## src/sv/slcd_pkg.sv

```systemverilog
// Package for the segment LCD memory writer: sizes, codes, payload types and the glyph font.
package slcd_pkg;

  localparam int MEMORY_BYTES   = 32;
  localparam int CHAR_POSITIONS = 6;
  localparam int ICON_SLOTS     = 8;

  localparam int ADDR_W = $clog2(MEMORY_BYTES);

  // Command opcodes
  localparam logic [2:0] OP_PUT_CHAR    = 3'd0;
  localparam logic [2:0] OP_ICON_ON     = 3'd1;
  localparam logic [2:0] OP_ICON_OFF    = 3'd2;
  localparam logic [2:0] OP_ICON_TOGGLE = 3'd3;
  localparam logic [2:0] OP_CLEAR_ALL   = 3'd4;
  localparam logic [2:0] OP_READ_BYTE   = 3'd5;

  // Configuration register indexes
  localparam logic [2:0] CFG_POS_FIRST  = 3'd0;
  localparam logic [2:0] CFG_POS_SECOND = 3'd1;
  localparam logic [2:0] CFG_SHARED     = 3'd2;
  localparam logic [2:0] CFG_ICON_LOW   = 3'd3;
  localparam logic [2:0] CFG_ICON_HIGH  = 3'd4;
  localparam logic [2:0] CFG_ICONS_USED = 3'd5;

  localparam int CFG_DATA_W = 52;

  typedef struct packed {
    logic [2:0] opcode;
    logic [2:0] position;
    logic [7:0] character;
    logic [3:0] icon_number;
    logic [4:0] read_index;
  } cmd_t;

  typedef struct packed {
    logic       status;
    logic [1:0] bytes_written;
    logic [4:0] first_index;
    logic [7:0] first_value;
    logic [4:0] second_index;
    logic [7:0] second_value;
    logic [7:0] read_value;
  } result_t;

  // Font entries: {byte 0, byte 1}
  localparam logic [15:0] DIGIT_GLYPHS [10] = '{
    16'hFC28, 16'h6020, 16'hDB00, 16'hF300, 16'h6700,
    16'hB700, 16'hBF00, 16'hE400, 16'hFF00, 16'hF700
  };

  localparam logic [15:0] LETTER_GLYPHS [26] = '{
    16'hEF00, 16'hF150, 16'h9C00, 16'hF050, 16'h9F00,
    16'h8F00, 16'hBD00, 16'h6F00, 16'h9050, 16'h7800,
    16'h0E22, 16'h1C00, 16'h6CA0, 16'h6C82, 16'hFC00,
    16'hCF00, 16'hFC02, 16'hCF02, 16'hB700, 16'h8050,
    16'h7C00, 16'h0C28, 16'h6C0A, 16'h00AA, 16'h00B0,
    16'h9028
  };

  localparam logic [15:0] DASH_GLYPH = 16'h0300;

  // Folds lower case, then looks up digits, letters and dash; anything else is blank.
  function automatic logic [15:0] glyph_of(logic [7:0] ch);
    logic [7:0]  c;
    logic [7:0]  d;
    logic [15:0] g;
    c = ch;
    if (c >= "a" && c <= "z") c = c - 8'h20;
    g = '0;
    d = '0;
    if (c >= "0" && c <= "9") begin
      d = c - "0";
      g = DIGIT_GLYPHS[d[3:0]];
    end else if (c >= "A" && c <= "Z") begin
      d = c - "A";
      g = LETTER_GLYPHS[d[4:0]];
    end else if (c == "-") begin
      g = DASH_GLYPH;
    end
    return g;
  endfunction

  // 5-bit memory index of a position from a packed position map
  function automatic logic [4:0] pos_index(logic [29:0] map, logic [2:0] pos);
    logic [4:0] r;
    r = '0;
    for (int k = 0; k < CHAR_POSITIONS; k++) begin
      if (pos == 3'(k)) r = map[5*k +: 5];
    end
    return r;
  endfunction

  // 13-bit icon slot {mask, index} out of a four-slot map
  function automatic logic [12:0] icon_slot(logic [51:0] map, logic [1:0] sel);
    logic [12:0] r;
    r = '0;
    for (int k = 0; k < 4; k++) begin
      if (sel == 2'(k)) r = map[13*k +: 13];
    end
    return r;
  endfunction

  // True when an index names a byte that exists in the segment memory
  function automatic logic in_memory(logic [4:0] idx);
    return {1'b0, idx} < 6'(MEMORY_BYTES);
  endfunction

endpackage

```

## src/sv/slcd_ram.sv

```systemverilog
// Generic single-write, single-read synchronous RAM with registered read data.
module slcd_ram #(
  parameter int WIDTH = 8,
  parameter int DEPTH = 32
) (
  input  logic                     clk_i,
  input  logic                     we_i,
  input  logic [$clog2(DEPTH)-1:0] waddr_i,
  input  logic [WIDTH-1:0]         wdata_i,
  input  logic                     re_i,
  input  logic [$clog2(DEPTH)-1:0] raddr_i,
  output logic [WIDTH-1:0]         rdata_o
);

  logic [WIDTH-1:0] mem_q [DEPTH];
  logic [WIDTH-1:0] rdata_q;

  always_ff @(posedge clk_i) begin
    if (we_i) mem_q[waddr_i] <= wdata_i;
    if (re_i) rdata_q <= mem_q[raddr_i];
  end

  assign rdata_o = rdata_q;

endmodule

```

## src/sv/segment_lcd_memory_writer_core.sv

```systemverilog
// Top level of the segment LCD memory writer: command sequencer around the segment RAM.
//
//   channel   direction  handshake                       payload
//   command   in         start & !busy                   cmd_i    (slcd_pkg::cmd_t)
//   result    out        result_valid_o, one cycle       result_o (slcd_pkg::result_t)
//   config    in         cfg_valid_i & cfg_ready_o       cfg_index_i, cfg_data_i
//
// Every command passes through IDLE (accept), ACCESS (address the segment RAM:
// read port, plus the first glyph byte on the write port) and MERGE (merge the
// read data and write back), in that order; the registered RAM read data sets
// this. The result strobe shows in the cycle after the merge; start may be taken
// in that same cycle. Reset clears the state machine, the config registers and
// the per-byte valid bits (a byte without its valid bit reads as blank), so no
// clearing pass is needed. The result side cannot stall; config is always ready.
module segment_lcd_memory_writer_core (
  input  logic                                clk_i,
  input  logic                                rst_ni,
  input  logic                                start,
  output logic                                busy,
  input  slcd_pkg::cmd_t                      cmd_i,
  output logic                                result_valid_o,
  output slcd_pkg::result_t                   result_o,
  input  logic                                cfg_valid_i,
  output logic                                cfg_ready_o,
  input  logic [2:0]                          cfg_index_i,
  input  logic [slcd_pkg::CFG_DATA_W-1:0]     cfg_data_i
);

  typedef enum logic [1:0] {
    ST_IDLE,
    ST_ACCESS,
    ST_MERGE
  } state_e;

  state_e state_q;

  // Configuration registers
  logic [29:0] pos_first_q;
  logic [29:0] pos_second_q;
  logic [7:0]  shared_mask_q;
  logic [51:0] icon_low_q;
  logic [51:0] icon_high_q;
  logic [3:0]  icons_used_q;

  // Latched command
  slcd_pkg::cmd_t cmd_q;

  // Valid bit per segment byte; clear all just drops these
  logic [slcd_pkg::MEMORY_BYTES-1:0] valid_q;

  slcd_pkg::result_t result_q;
  slcd_pkg::result_t result_d;
  logic              result_valid_q;

  assign cfg_ready_o = 1'b1;

  always_ff @(posedge clk_i or negedge rst_ni) begin
    if (!rst_ni) begin
      pos_first_q   <= '0;
      pos_second_q  <= '0;
      shared_mask_q <= '0;
      icon_low_q    <= '0;
      icon_high_q   <= '0;
      icons_used_q  <= '0;
    end else if (cfg_valid_i && cfg_ready_o) begin
      case (cfg_index_i)
        slcd_pkg::CFG_POS_FIRST:  pos_first_q   <= cfg_data_i[29:0];
        slcd_pkg::CFG_POS_SECOND: pos_second_q  <= cfg_data_i[29:0];
        slcd_pkg::CFG_SHARED:     shared_mask_q <= cfg_data_i[7:0];
        slcd_pkg::CFG_ICON_LOW:   icon_low_q    <= cfg_data_i;
        slcd_pkg::CFG_ICON_HIGH:  icon_high_q   <= cfg_data_i;
        slcd_pkg::CFG_ICONS_USED: icons_used_q  <= cfg_data_i[3:0];
        default: ;
      endcase
    end
  end

  // ---- Decode of the latched command (stable through ACCESS and MERGE) ----
  logic        is_put, is_icon, is_clear, is_read;
  logic        pos_bad, icon_bad;
  logic [3:0]  icon_limit;
  logic [4:0]  idx0, idx1;
  logic [15:0] glyph;
  logic [7:0]  g0, g1;
  logic [12:0] slot;
  logic [4:0]  icon_idx;
  logic [7:0]  icon_mask;
  logic [4:0]  rd_idx;

  always_comb begin
    is_put   = (cmd_q.opcode == slcd_pkg::OP_PUT_CHAR);
    is_icon  = (cmd_q.opcode == slcd_pkg::OP_ICON_ON) ||
               (cmd_q.opcode == slcd_pkg::OP_ICON_OFF) ||
               (cmd_q.opcode == slcd_pkg::OP_ICON_TOGGLE);
    is_clear = (cmd_q.opcode == slcd_pkg::OP_CLEAR_ALL);
    is_read  = (cmd_q.opcode == slcd_pkg::OP_READ_BYTE);

    pos_bad    = cmd_q.position >= 3'(slcd_pkg::CHAR_POSITIONS);
    // icons_used above the slot count saturates
    icon_limit = (icons_used_q > 4'(slcd_pkg::ICON_SLOTS)) ?
                 4'(slcd_pkg::ICON_SLOTS) : icons_used_q;
    icon_bad   = cmd_q.icon_number >= icon_limit;

    idx0  = slcd_pkg::pos_index(pos_first_q, cmd_q.position);
    idx1  = slcd_pkg::pos_index(pos_second_q, cmd_q.position);
    glyph = slcd_pkg::glyph_of(cmd_q.character);
    g0    = glyph[15:8];
    g1    = glyph[7:0];

    slot      = slcd_pkg::icon_slot(cmd_q.icon_number[2] ? icon_high_q : icon_low_q,
                                    cmd_q.icon_number[1:0]);
    icon_idx  = slot[4:0];
    icon_mask = slot[12:5];

    // Byte that the merge step needs
    priority if (is_put)  rd_idx = idx1;
    else if (is_icon)     rd_idx = icon_idx;
    else                  rd_idx = cmd_q.read_index;
  end

  // ---- RAM control ----
  logic                        ram_we, ram_re;
  logic [slcd_pkg::ADDR_W-1:0] ram_waddr, ram_raddr;
  logic [7:0]                  ram_wdata, ram_rdata;
  logic [4:0]                  wr_idx;
  logic [7:0]                  old_val, new_val, merged;
  logic                        op_ok;

  always_comb begin
    op_ok = (is_put && !pos_bad) || (is_icon && !icon_bad);

    // Old byte: beyond memory reads blank; the glyph byte written in ACCESS
    // to the same index is forwarded; a never-written byte is blank.
    if (!slcd_pkg::in_memory(rd_idx))       old_val = '0;
    else if (is_put && (idx0 == idx1))      old_val = g0;
    else if (valid_q[rd_idx[slcd_pkg::ADDR_W-1:0]]) old_val = ram_rdata;
    else                                    old_val = '0;

    merged = (g1 & ~shared_mask_q) | (old_val & shared_mask_q);

    unique case (cmd_q.opcode)
      slcd_pkg::OP_ICON_ON:  new_val = old_val | icon_mask;
      slcd_pkg::OP_ICON_OFF: new_val = old_val & ~icon_mask;
      default:               new_val = old_val ^ icon_mask;
    endcase

    ram_re    = (state_q == ST_ACCESS);
    ram_raddr = rd_idx[slcd_pkg::ADDR_W-1:0];

    ram_we    = 1'b0;
    wr_idx    = idx0;
    ram_wdata = g0;
    if (state_q == ST_ACCESS) begin
      // first glyph byte goes out while the second byte is read
      wr_idx    = idx0;
      ram_wdata = g0;
      ram_we    = is_put && !pos_bad && slcd_pkg::in_memory(idx0);
    end else if (state_q == ST_MERGE) begin
      wr_idx    = is_put ? idx1 : icon_idx;
      ram_wdata = is_put ? merged : new_val;
      ram_we    = op_ok && slcd_pkg::in_memory(wr_idx);
    end
    ram_waddr = wr_idx[slcd_pkg::ADDR_W-1:0];
  end

  slcd_ram #(
    .WIDTH (8),
    .DEPTH (slcd_pkg::MEMORY_BYTES)
  ) u_seg_ram (
    .clk_i   (clk_i),
    .we_i    (ram_we),
    .waddr_i (ram_waddr),
    .wdata_i (ram_wdata),
    .re_i    (ram_re),
    .raddr_i (ram_raddr),
    .rdata_o (ram_rdata)
  );

  always_ff @(posedge clk_i or negedge rst_ni) begin
    if (!rst_ni) begin
      valid_q <= '0;
    end else if (state_q == ST_ACCESS && is_clear) begin
      valid_q <= '0;
    end else if (ram_we) begin
      valid_q[ram_waddr] <= 1'b1;
    end
  end

  // Result of the command in MERGE; unused fields stay zero
  always_comb begin
    result_d = '0;
    if (is_put) begin
      if (pos_bad) begin
        result_d.status = 1'b1;
      end else begin
        result_d.bytes_written = 2'd2;
        result_d.first_index   = idx0;
        result_d.first_value   = g0;
        result_d.second_index  = idx1;
        result_d.second_value  = merged;
      end
    end else if (is_icon) begin
      if (icon_bad) begin
        result_d.status = 1'b1;
      end else begin
        result_d.bytes_written = 2'd1;
        result_d.first_index   = icon_idx;
        result_d.first_value   = new_val;
      end
    end else if (is_read) begin
      result_d.read_value = old_val;
    end
  end

  // ---- Sequencer and result register ----
  always_ff @(posedge clk_i or negedge rst_ni) begin
    if (!rst_ni) begin
      state_q        <= ST_IDLE;
      result_valid_q <= 1'b0;
      cmd_q          <= '0;
      result_q       <= '0;
    end else begin
      result_valid_q <= 1'b0;
      unique case (state_q)
        ST_IDLE: begin
          if (start) begin
            cmd_q   <= cmd_i;
            state_q <= ST_ACCESS;
          end
        end
        ST_ACCESS: begin
          state_q <= ST_MERGE;
        end
        ST_MERGE: begin
          result_q       <= result_d;
          result_valid_q <= 1'b1;
          state_q        <= ST_IDLE;
        end
        default: state_q <= ST_IDLE;
      endcase
    end
  end

  assign busy           = (state_q != ST_IDLE);
  assign result_valid_o = result_valid_q;
  assign result_o       = result_q;

endmodule

```

## config.mk

```make
export PLATFORM = sky130hd
export DESIGN_NAME = segment_lcd_memory_writer_core
export DESIGN_NICKNAME = d
export VERILOG_FILES = /design/src/sv/slcd_pkg.sv /design/src/sv/slcd_ram.sv /design/src/sv/segment_lcd_memory_writer_core.sv
export SDC_FILE = /design/constraint.sdc
export NUM_CORES = 1
export LEC_CHECK = 0
export ABC_AREA = 1
export BUFFER_PORTS_ARGS = -buffer_cell sky130_fd_sc_hd__buf_4
export CELL_PAD_IN_SITES_DETAIL_PLACEMENT = 0
export CELL_PAD_IN_SITES_GLOBAL_PLACEMENT = 1
export CORE_UTILIZATION = 52
export DETAILED_ROUTE_END_ITERATION = 12
export GPL_ROUTABILITY_DRIVEN = 0
export GPL_TIMING_DRIVEN = 0
export PLACE_DENSITY = 0.84
export SLEW_MARGIN = 5
export SYNTH_ARGS = -nofsm -noshare
export SYNTH_HDL_FRONTEND = slang
export SYNTH_SLANG_ARGS = --single-unit
```

## constraint.sdc

```tcl
create_clock -name clk_i -period 6.8 [get_ports clk_i]
set_input_delay 1.36 -clock clk_i [delete_from_list [all_inputs] [get_ports clk_i]]
set_output_delay 1.36 -clock clk_i [all_outputs]
set_load 0.05 [all_outputs]
```

==> results of run 1 <==
-- critical path: stages (launching register included) --
cell and delay [ns]:
sky130_fd_sc_hd__dfrtp_1 0.43, sky130_fd_sc_hd__buf_2 0.22, sky130_fd_sc_hd__buf_2 0.21, sky130_fd_sc_hd__o21ai_0 0.19
sky130_fd_sc_hd__o22ai_1 0.11, sky130_fd_sc_hd__a211oi_1 0.70, sky130_fd_sc_hd__nand2_1 0.09, sky130_fd_sc_hd__o21ai_0 0.15
sky130_fd_sc_hd__inv_1 0.07, sky130_fd_sc_hd__nand2_1 0.29, sky130_fd_sc_hd__nand3_1 0.20, sky130_fd_sc_hd__nand3_2 0.17
sky130_fd_sc_hd__nand2_4 0.11, sky130_fd_sc_hd__o21ai_4 0.22, sky130_fd_sc_hd__inv_2 0.09, sky130_fd_sc_hd__ha_1 0.20
sky130_fd_sc_hd__nor2_1 0.10, sky130_fd_sc_hd__a211oi_1 0.08, sky130_fd_sc_hd__nand2_1 0.13, sky130_fd_sc_hd__nand2_1 0.06
sky130_fd_sc_hd__inv_1 0.07, sky130_fd_sc_hd__nand2_1 0.05, sky130_fd_sc_hd__nand2_1 0.77
-- where the power goes --
| group | internal, mW | switching (mW) | total [mW] |
|---|---|---|---|
| sequential | 4.00 | 0.269 | 4.27 |
| combinational | 1.36 | 3.32 | 4.68 |
| clock | 1.82 | 1.29 | 3.11 |
| total | 7.18 | 4.88 | 12.1 |
-- routing by layer --
| layer | vias up | wire length [microns] | part of all wire | track usage |
|---|---|---|---|---|
| met1 | 9829 | 31100 | 0.39 | 0.447 |
| met2 | 1035 | 37500 | 0.47 | 0.544 |
| met3 | 211 | 6050 | 0.076 | 0.0484 |
| met5 | - | 0 | 0 | 0 |
| met4 | 0 | 4580 | 0.058 | 0.177 |
| li1 | 9234 | - | - | - |
-- layout make-up --
class | instances | area [sq um] | area share
plain buffers | 146 | 677 | 0.0240
clock buffers | 73 | 1550 | 0.0547
clock inverters | 29 | 303 | 0.0107
inverters | 172 | 648 | 0.0230
multi-input cells | 1737 | 8540 | 0.302
flip-flops and latches | 535 | 14700 | 0.521
well taps | 607 | 759 | 0.0269
repair buffers | 126 | 1050 | 0.0372
-- cells by family after synthesis --
| logic type | synth area share |
|---|---|
| AND/OR/NAND/NOR | 0.220 |
| flip-flops | 0.601 |
| AO/OA/AOI/OAI | 0.107 |
| buffers and inverters | 0.0541 |
| adder cells (fa/ha/maj) | 0.0163 |
| XOR/XNOR | 0.00143 |
| other | 0.000153 |
-- placed cells by master, fill, tap and decap left out, drive strengths merged, types with 18 or more instances in the layout --
cell type,synthesis,final
nand2,639,639
nand3,340,340
dfrtp,271,271
o21ai,268,268
edfxtp,264,264
nor2,225,225
buf,70,196
inv,171,172
clkbuf,76,149
a21oi,45,45
a31oi,37,37
ha,32,32
clkinv,1,22
o211ai,18,18
nor3,18,18
-- path summary, 6_finish.rpt --
kind | startpoint | endpoint | slack (ns) | cells after the start
worst min register to register | icon_high_q[6] | icon_high_q[6] | 0.48 | 2
worst max-delay path | cmd_q[7] | u_seg_ram.mem_q[11][6] | 1.72 | 22
worst min-delay path | icon_high_q[6] | icon_high_q[6] | 0.48 | 2
max in group asynchronous | rst_ni | icon_high_q[0] | 4.76 | 3
min in group asynchronous | rst_ni | pos_second_q[6] | 0.66 | 1
worst max register to register | cmd_q[7] | u_seg_ram.mem_q[11][6] | 1.72 | 22
-- registers in the layout, indices dropped and copies added (netlist names) --
register and cells:
cmd_q 23, icon_high_q 52, icon_low_q 52, icons_used_q 4, pos_first_q 30, pos_second_q 30
result_o 37, result_valid_o 1, shared_mask_q 8, state_q 2, u_seg_ram.mem_q 256, u_seg_ram.rdata_o 8
valid_q 32
==> results.cfg, run 1 <==
[cells_and_area]
fin_area_sq_mm = 0.0282
post_route_cells_drive_above_1_share = 0.116
num-nets-final = 2887
n_fill_cell = 3977
fin_util = 0.608
final_cells = 3425
area_growth_syn_to_layout_pct = 15.3
antenna_cells = 0

[synthesis]
synth.yosys.warnings = 0
yosys_top_cell_area_share = 0.324
synth_flop_cell = sky130_fd_sc_hd__dfrtp_1
synth_async_sr_flop_share = 0.507
synth_commonest_cells = sky130_fd_sc_hd__nand2_1 (630), sky130_fd_sc_hd__nand3_1 (337), sky130_fd_sc_hd__dfrtp_1 (271)
netlist_top_cells_area = sky130_fd_sc_hd__edfxtp_1 (32%), sky130_fd_sc_hd__dfrtp_1 (28%), sky130_fd_sc_hd__nand2_1 (9.7%), sky130_fd_sc_hd__nand3_1 (6.9%), sky130_fd_sc_hd__o21ai_0 (5.2%)
synth.yosys.seq_area_share = 0.601
most_used_standard_cell_by_instance_count_after_synthesis = sky130_fd_sc_hd__nand2_1
postSynthNetCount = 2704
synth_cell_types = 57
netlist_instances = 2590
synth_edf_count = 264
syn_area_cell_sq_um = 9.46
syn_area_sq_mm = 0.0245
synthDominantAreaCellType = sky130_fd_sc_hd__edfxtp_1
post_synthesis_sequential_element_count = 535

[sta]
final_critical_path_setup_slack_ns = 1.72
timing_worst_slew_pin_value_ns = 1.42
period_minus_slack_ns = 5.08
fin_worst_skew_ns = 0.0210
setup_viol = 0
report.final.hold_viol_count = 0
rsz0062_at_grt = false
fin_hold_ws_ns = 0.483
final-max-slew-violation-count = 0
achievable-frequency_ghz = 0.197
final_min_period_over_clock_period = 0.747
slew-limit-headroom = 0.0482
timing.setup.tns_ns = 0

[die]
floorplan.initialDensity = 0.527
die_width_microns = 219
die-area_sq_mm = 0.0480
fp.dieH_microns = 219
top_level_ports = 122
placeable_area_sq_mm = 0.0465
rows = 79

[drt]
route.vias.total = 20309
wl_mm = 79.3
vias_per_cell = 5.93
number_of_detailed_route_iterations_in_the_first_pass = 6
routed_wire_length_per_instance_microns = 23.1
drt_iter0_drc = 2328
ant_nets = 0
drcViolationCount = 0

[placed_design]
numPortBuffers = 120
pre_cts_ws_ns = 1.51
placed_cells = 3323
post-dp-hpwl_mm = 55.9
placed_area_sq_mm = 0.0264

[cts]
clk_latency_ns = 0.62
ctsResizeCount = 0
cts_h_tree_lvls = 2
cts_root_buffer = sky130_fd_sc_hd__clkbuf_16
tritoncts = built
hold_buffers = 0
cts_setup_buffers = 0
max-clock-path-buffers = 3
clk_pin_slew_ns = 0.06
clock-sinks = 535
cts_buf_count = 55

[power_and_ir_drop]
power.ir.vdd_worst_mv = 0.236
p_leak_nw = 12.1
report.power.total_mw = 12.1
power.density_cell_area_mw_per_mm2 = 427

[global_routing]
first_global_vias = 19547
initial_antenna_violation_count = 0
gr-total-overflow = 0
grt_pass1_wl_mm = 119
grtUsageTotal = 0.338
maximum_number_of_pins_on_one_net_before_global_route_repair = 112

[job]
timing.max_cap.violations = 0

[critical_path]
cp_data_required_time_ns = 7.07
critPathKind = flop to flop
crit_path_end_kind = flop
critPathArrivalTime_ns = 5.35
worstPathMaxFanout = 32
cp-start-kind = flop

[run_status]
outcome = finished, final reports clean

[hold_path]
hold_path_class = flop to flop
Note: power is estimated with default switching activity, not from simulation.
==> run 2, diff against run 1 <==
--- a/config.mk
+++ b/config.mk
@@ -9,11 +9,11 @@
 export BUFFER_PORTS_ARGS = -buffer_cell sky130_fd_sc_hd__buf_4
 export CELL_PAD_IN_SITES_DETAIL_PLACEMENT = 0
 export CELL_PAD_IN_SITES_GLOBAL_PLACEMENT = 1
-export CORE_UTILIZATION = 52
+export CORE_UTILIZATION = 43
 export DETAILED_ROUTE_END_ITERATION = 12
 export GPL_ROUTABILITY_DRIVEN = 0
 export GPL_TIMING_DRIVEN = 0
-export PLACE_DENSITY = 0.84
+export PLACE_DENSITY = 0.74
 export SLEW_MARGIN = 5
 export SYNTH_ARGS = -nofsm -noshare
 export SYNTH_HDL_FRONTEND = slang
==> constraint.sdc (replaced) <==
create_clock -name clk_i -period 4.2 [get_ports clk_i]
set_input_delay 0.84 -clock clk_i [delete_from_list [all_inputs] [get_ports clk_i]]
set_output_delay 0.84 -clock clk_i [all_outputs]
set_load 0.05 [all_outputs]
==> results.cfg, run 2 (same netlist as run 1, synthesis figures left out) <==
[global_routing]
global_route.usage.met1 = 0.383
grtUsageTotal = 0.292
gr-usage-met3 = 0.0459
gr-total-overflow = 0
initial_antenna_violation_count = 0
grt_pass1_wl_mm = 124
first_global_vias = 19541
globalRoute.busiestLayer = met2
maximum_number_of_pins_on_one_net_before_global_route_repair = 109
grt.met2_usage = 0.487

[run_status]
outcome = finished, final reports clean

[die]
placeable_area_sq_mm = 0.0563
rows = 87
top_level_ports = 122
die-area_sq_mm = 0.0579
fp.dieH_microns = 241
floorplan.initialDensity = 0.435
die_width_microns = 241

[critical_path]
critPathKind = flop to flop
worstPathMaxFanout = 13
cp-start-kind = flop
critPathArrivalTime_ns = 4.57
crit_path_end_kind = flop
cp_data_required_time_ns = 4.66

[sta]
setup_viol = 0
slew-limit-headroom = 0.0774
achievable-frequency_ghz = 0.244
final_min_period_over_clock_period = 0.977
timing_worst_slew_pin_value_ns = 1.38
fin_worst_skew_ns = 0.0288
report.final.hold_viol_count = 0
period_minus_slack_ns = 4.10
final-max-slew-violation-count = 0

[job]
timing.max_cap.violations = 0

[power_and_ir_drop]
power.combinational.fraction = 0.408
p_sw_frac = 0.407
cellInternalPower_mw = 12.0
netSwitchingPower_mw = 8.23
power.ir.vdd_worst_mv = 0.376
power.clock.fraction = 0.250
p_leak_nw = 12.4
pwr-share-seq = 0.342
power.density_cell_area_mw_per_mm2 = 693

[cells_and_area]
layout_commonest_cell = sky130_fd_sc_hd__nand2_1
area_growth_syn_to_layout_pct = 19.0
regMostFlops = u_seg_ram.mem_q
fin_util = 0.518
antenna_cells = 0
num-nets-final = 2931
largestRegisters = u_seg_ram.mem_q x256, icon_high_q x52, icon_low_q x52
largest_register_ffs = 256
post_route_cells_drive_above_1_share = 0.145
final_cell_mix = sky130_fd_sc_hd__nand2_1 (621), sky130_fd_sc_hd__nand3_1 (334), sky130_fd_sc_hd__dfrtp_1 (266)
final_cells = 3618

[drt]
vias_per_cell = 5.68
wl_mm = 84.6
drt_iter0_drc = 2262
number_of_detailed_route_iterations_in_the_first_pass = 6
route.vias.total = 20548
drcViolationCount = 0
routed_wire_length_per_instance_microns = 23.4
ant_nets = 0

[cts]
cts_buf_count = 57
tritoncts = built
max-clock-path-buffers = 3
clk_pin_slew_ns = 0.06
cts_h_tree_lvls = 2
clock-sinks = 535
clk_latency_ns = 0.63
cts_root_buffer = sky130_fd_sc_hd__clkbuf_16
hold_buffers = 0

[placed_design]
placed_cells = 3474
post-dp-hpwl_mm = 59.5
numPortBuffers = 120

[hold_path]
hold_path_class = primary input to async pin
[run 2: area by class of cell]
class | instances | area [sq um]
Sequential cell | 535 | 14700
Clock inverter | 14 | 161
Buffer | 146 | 699
Multi-Input combinational cell | 1738 | 8760
Clock buffer | 90 | 1690
Timing Repair Buffer | 167 | 1520
Inverter | 172 | 666
Tap cell | 756 | 946
Fill cell | 5253 | 27100
[run 2: stage by stage]
stage | setup WS [ns] | total power, mW | setup TNS, ns | hold slack, ns | cell area, sq um
2_1_floorplan | 0.0643 | 11.6 | 0 | 0.441 | 24500
3_3_place_gp | -2.56 | 14.3 | -529.17 | 0.462 | 26300
3_5_place_dp | -1.24 | 14.6 | -169.92 | 0.460 | 26600
4_1_cts | 0.0194 | 19.8 | 0 | 0.321 | 28700
5_1_grt | -0.0384 | 21.1 | -0.501 | 0.361 | 29200
6_report | 0.0981 | 20.2 | 0 | 0.300 | 29200
[run 2: final timing paths]
check                                from               endpoint  slack, ns  depth (start not counted)
worst min register to register   cmd_q[2]               cmd_q[2]       0.47                          2
worst max register to register   cmd_q[6]  u_seg_ram.mem_q[3][4]        0.1                         21
max in group asynchronous          rst_ni       pos_second_q[26]       2.57                          3
worst max-delay path             cmd_q[6]  u_seg_ram.mem_q[3][4]        0.1                         21
worst min-delay path               rst_ni       pos_second_q[10]       0.30                          1
min in group clk_i              cmd_i[16]              cmd_q[16]       0.43                          3
[run 2: routing by layer]
metal | wire length [microns] | vias up
met4 | 3640 | 0
met2 | 40800 | 883
li1 | - | 9321
met3 | 5930 | 190
met1 | 34300 | 10154
met5 | 0 | -
[run 2: worst max-delay path: stages (launching register included)]
cell and delay (ns):
sky130_fd_sc_hd__dfrtp_2 0.48, sky130_fd_sc_hd__inv_2 0.12, sky130_fd_sc_hd__nor2_4 0.25, sky130_fd_sc_hd__inv_2 0.13, sky130_fd_sc_hd__a21oi_1 0.28, sky130_fd_sc_hd__nor2_1 0.14, sky130_fd_sc_hd__nand3_1 0.11, sky130_fd_sc_hd__nand3_2 0.18
sky130_fd_sc_hd__clkinvlp_4 0.19, sky130_fd_sc_hd__nand3_1 0.09, sky130_fd_sc_hd__nand3_1 0.17, sky130_fd_sc_hd__nand3_4 0.14, sky130_fd_sc_hd__nand3b_1 0.14, sky130_fd_sc_hd__nand2_1 0.11, sky130_fd_sc_hd__ha_1 0.30, sky130_fd_sc_hd__nor2_1 0.12
sky130_fd_sc_hd__a211oi_1 0.07, sky130_fd_sc_hd__nor2_1 0.29, sky130_fd_sc_hd__nor2_2 0.10, sky130_fd_sc_hd__a21oi_4 0.20, sky130_fd_sc_hd__buf_12 0.15, sky130_fd_sc_hd__buf_8 0.18
[run 2: power groups by stage]
stage | Clock, mW | Sequential, mW | Combinational, mW
2_1_floorplan | 0 | 7.19 | 4.41
3_3_place_gp | 0 | 7.02 | 7.29
3_5_place_dp | 0 | 7.01 | 7.56
4_1_cts | 5.09 | 6.91 | 7.80
5_1_grt | 5.30 | 6.97 | 8.81
6_report | 5.05 | 6.91 | 8.25
[run 2: timing repair]
action / in CTS / in global routing
setup endpoints to repair: 256 / 286
gates cloned: 1 / 2
buffers inserted: 14 / 23
resized for setup: 30 / 53
pin swaps: 9 / 16
==> run 3, diff against run 2 <==
--- a/config.mk
+++ b/config.mk
@@ -7,13 +7,13 @@
 export LEC_CHECK = 0
 export ABC_AREA = 1
 export BUFFER_PORTS_ARGS = -buffer_cell sky130_fd_sc_hd__buf_4
-export CELL_PAD_IN_SITES_DETAIL_PLACEMENT = 0
-export CELL_PAD_IN_SITES_GLOBAL_PLACEMENT = 1
-export CORE_UTILIZATION = 43
+export CELL_PAD_IN_SITES_DETAIL_PLACEMENT = 1
+export CELL_PAD_IN_SITES_GLOBAL_PLACEMENT = 2
+export CORE_UTILIZATION = 36
 export DETAILED_ROUTE_END_ITERATION = 12
 export GPL_ROUTABILITY_DRIVEN = 0
 export GPL_TIMING_DRIVEN = 0
-export PLACE_DENSITY = 0.74
+export PLACE_DENSITY = 0.76
 export SLEW_MARGIN = 5
 export SYNTH_ARGS = -nofsm -noshare
 export SYNTH_HDL_FRONTEND = slang
==> results.cfg, run 3 (same netlist as run 1, synthesis figures left out) <==
[cts]
clk_pin_slew_ns = 0.06
tritoncts = built
cts_buf_count = 59
clk_latency_ns = 0.66
clock-sinks = 535
max-clock-path-buffers = 3
cts_h_tree_lvls = 2
cts_root_buffer = sky130_fd_sc_hd__clkbuf_16

[global_routing]
gr-total-overflow = 0
grt_pass1_wl_mm = 140
first_global_vias = 21541
initial_antenna_violation_count = 1
grtUsageTotal = 0.271
maximum_number_of_pins_on_one_net_before_global_route_repair = 119

[cells_and_area]
register_area_sq_mm = 0.0147
antenna_cells = 0
regMostFlops = u_seg_ram.mem_q
layout_commonest_cell = sky130_fd_sc_hd__nand2_1
largest_register_ffs = 256
post_route_cells_drive_above_1_share = 0.168
final_cells = 3766
multi_input_combinational_cell_area_sq_mm = 0.00895
fin_area_sq_mm = 0.0300
final_cell_mix = sky130_fd_sc_hd__nand2_1 (619), sky130_fd_sc_hd__nand3_1 (330), sky130_fd_sc_hd__dfrtp_1 (265)
num-nets-final = 2956
area_growth_syn_to_layout_pct = 22.4
n_fill_cell = 7621
largestRegisters = u_seg_ram.mem_q x256, icon_high_q x52, icon_low_q x52

[power_and_ir_drop]
netSwitchingPower_mw = 8.84
p_sw_frac = 0.413
cellInternalPower_mw = 12.6
power.density_cell_area_mw_per_mm2 = 715
power.clock.fraction = 0.264
pwr-share-seq = 0.323
power.combinational.fraction = 0.413
p_leak_nw = 12.7
power.ir.vdd_worst_mv = 0.382

[placed_design]
numPortBuffers = 120
placed_cells = 3595
pre_cts_ws_ns = -1.55
placed_area_sq_mm = 0.0268
post-dp-hpwl_mm = 67.9

[critical_path]
cp_data_required_time_ns = 4.69
critPathSlowestCell = sky130_fd_sc_hd__dfrtp_2
cpPeakStageDelay_ns = 0.43
rr_startpoint = cmd_q[7]
r2r.worst_path.cells = 21
cp-start-kind = flop
r2r_setup_slack_ns = 0.17
crit_path_frequent_cell = sky130_fd_sc_hd__nor2_1
critPathKind = flop to flop
timing.critical_path.cells = buf_4, buf_4, o21ai_1, o22ai_2, a211oi_4, nand2_1, o21ai_1, inv_1, nand2_4, nand3_1, nand3_4, nand3b_1, nand2_1, inv_1, ha_1, nor2_1, a211oi_1, nor2_1, nor2_1, a21oi_4, buf_16
path_delay_family = simple AND/OR/NAND/NOR gates
worstPathMaxFanout = 24
crit_path_end_kind = flop
critPathArrivalTime_ns = 4.53
worstPathBufferInverterCount = 5
reg_to_reg_critical_path_endpoint = u_seg_ram.mem_q[3][3]

[drt]
uppermost_routed_layer = met4
wl_met3_mm = 4.49
vias_per_cell = 5.53
route.vias.total = 20812
number_of_detailed_route_iterations_in_the_first_pass = 5
met2RoutedLength_mm = 48.3
wl_mm = 95.7
drcViolationCount = 0
route.layer.met1.wl_mm = 40.2
ant_nets = 0
drt_iter0_drc = 1496
routed_wire_length_per_instance_microns = 25.4

[sta]
timing_worst_slew_pin_value_ns = 1.40
final-max-slew-violation-count = 0
fin_worst_skew_ns = 0.0451
setup_viol = 0
report.final.hold_viol_count = 0
fin_hold_ws_ns = 0.0977
final_min_period_over_clock_period = 0.960
final_critical_path_setup_slack_ns = 0.169
period_minus_slack_ns = 4.03
slew-limit-headroom = 0.0617
timing.setup.tns_ns = 0
achievable-frequency_ghz = 0.248

[job]
timing.max_cap.violations = 0

[die]
die-area_sq_mm = 0.0691
die_width_microns = 263
rows = 95
floorplan.initialDensity = 0.364
top_level_ports = 122
placeable_area_sq_mm = 0.0673
fp.dieH_microns = 263

[hold_path]
hold_path_class = primary input to async pin

[run_status]
outcome = finished, final reports clean
-- run 3: cell count changes in the layout (fill, tap and decap cells not counted), sizes merged --
cell	change
bufinv	+5
clkinvlp	-1
a21oi	-1
nand2	+1
clkbuf	-5
buf	+22
clkinv	+6
inv	+4
-- run 3: how the worst max path moves through the flow --
stage / slack [ns] / startpoint / endpoint / cells after the start
floorplan: 0.06 / cmd_q[9] / u_seg_ram.mem_q[0][4] / 20
global placement: -2.98 / cmd_q[7] / u_seg_ram.mem_q[4][3] / 18
detailed placement: -1.55 / cmd_q[7] / u_seg_ram.mem_q[22][7] / 19
CTS: 0.001 / cmd_q[10] / u_seg_ram.mem_q[9][1] / 22
global route: -0.07 / cmd_q[10] / u_seg_ram.mem_q[27][0] / 24
finish: 0.17 / cmd_q[7] / u_seg_ram.mem_q[3][3] / 21
-- run 3: cell type report --
type | count | area share
Buffer | 146 | 0.0242
Clock buffer | 84 | 0.0571
Clock inverter | 28 | 0.0136
Inverter | 172 | 0.0223
Multi-Input combinational cell | 1738 | 0.299
Sequential cell | 535 | 0.491
Tap cell | 873 | 0.0364
Timing Repair Buffer | 190 | 0.0569
-- run 3: power by group through the flow --
stage                     Clock [mW]  Sequential (mW)  Combinational, mW
after CTS                       5.73             6.91               8.31
after detailed placement           0             7.01               7.94
after global placement             0             7.02               7.60
final                           5.66             6.92               8.85
after global routing            5.91             6.98               9.45
after floorplan                    0             7.19               4.41
-- run 3: through the flow --
stage           util  total power [mW]
2_1_floorplan      -              11.6
3_3_place_gp   0.394              14.6
3_5_place_dp   0.399              14.9
4_1_cts        0.437              21.0
5_1_grt        0.446              22.3
6_report       0.446              21.4
-- run 3: metal layers --
layer | vias to the layer above | global-route usage
met3 | 143 | 0.0327
met5 | - | 0
li1 | 9363 | -
met2 | 564 | 0.475
met1 | 10742 | 0.353
met4 | 0 | 0.0749
-- run 3: worst register-to-register path: stages, from the launching register on --
cell	delay, ns
sky130_fd_sc_hd__dfrtp_2	0.43
sky130_fd_sc_hd__buf_4	0.19
sky130_fd_sc_hd__buf_4	0.19
sky130_fd_sc_hd__o21ai_1	0.16
sky130_fd_sc_hd__o22ai_2	0.13
sky130_fd_sc_hd__a211oi_4	0.29
sky130_fd_sc_hd__nand2_1	0.08
sky130_fd_sc_hd__o21ai_1	0.16
sky130_fd_sc_hd__inv_1	0.11
sky130_fd_sc_hd__nand2_4	0.17
sky130_fd_sc_hd__nand3_1	0.18
sky130_fd_sc_hd__nand3_4	0.19
sky130_fd_sc_hd__nand3b_1	0.16
sky130_fd_sc_hd__nand2_1	0.13
sky130_fd_sc_hd__inv_1	0.08
sky130_fd_sc_hd__ha_1	0.19
sky130_fd_sc_hd__nor2_1	0.10
sky130_fd_sc_hd__a211oi_1	0.06
sky130_fd_sc_hd__nor2_1	0.23
sky130_fd_sc_hd__nor2_1	0.11
sky130_fd_sc_hd__a21oi_4	0.32
sky130_fd_sc_hd__buf_16	0.21
-- run 3: what timing repair did --
item	in CTS	in global routing
setup endpoints to repair	386	268
pin swaps	15	36
gates cloned	0	3
buffers inserted	19	37
hold buffers	0	0
gates resized for setup	63	76
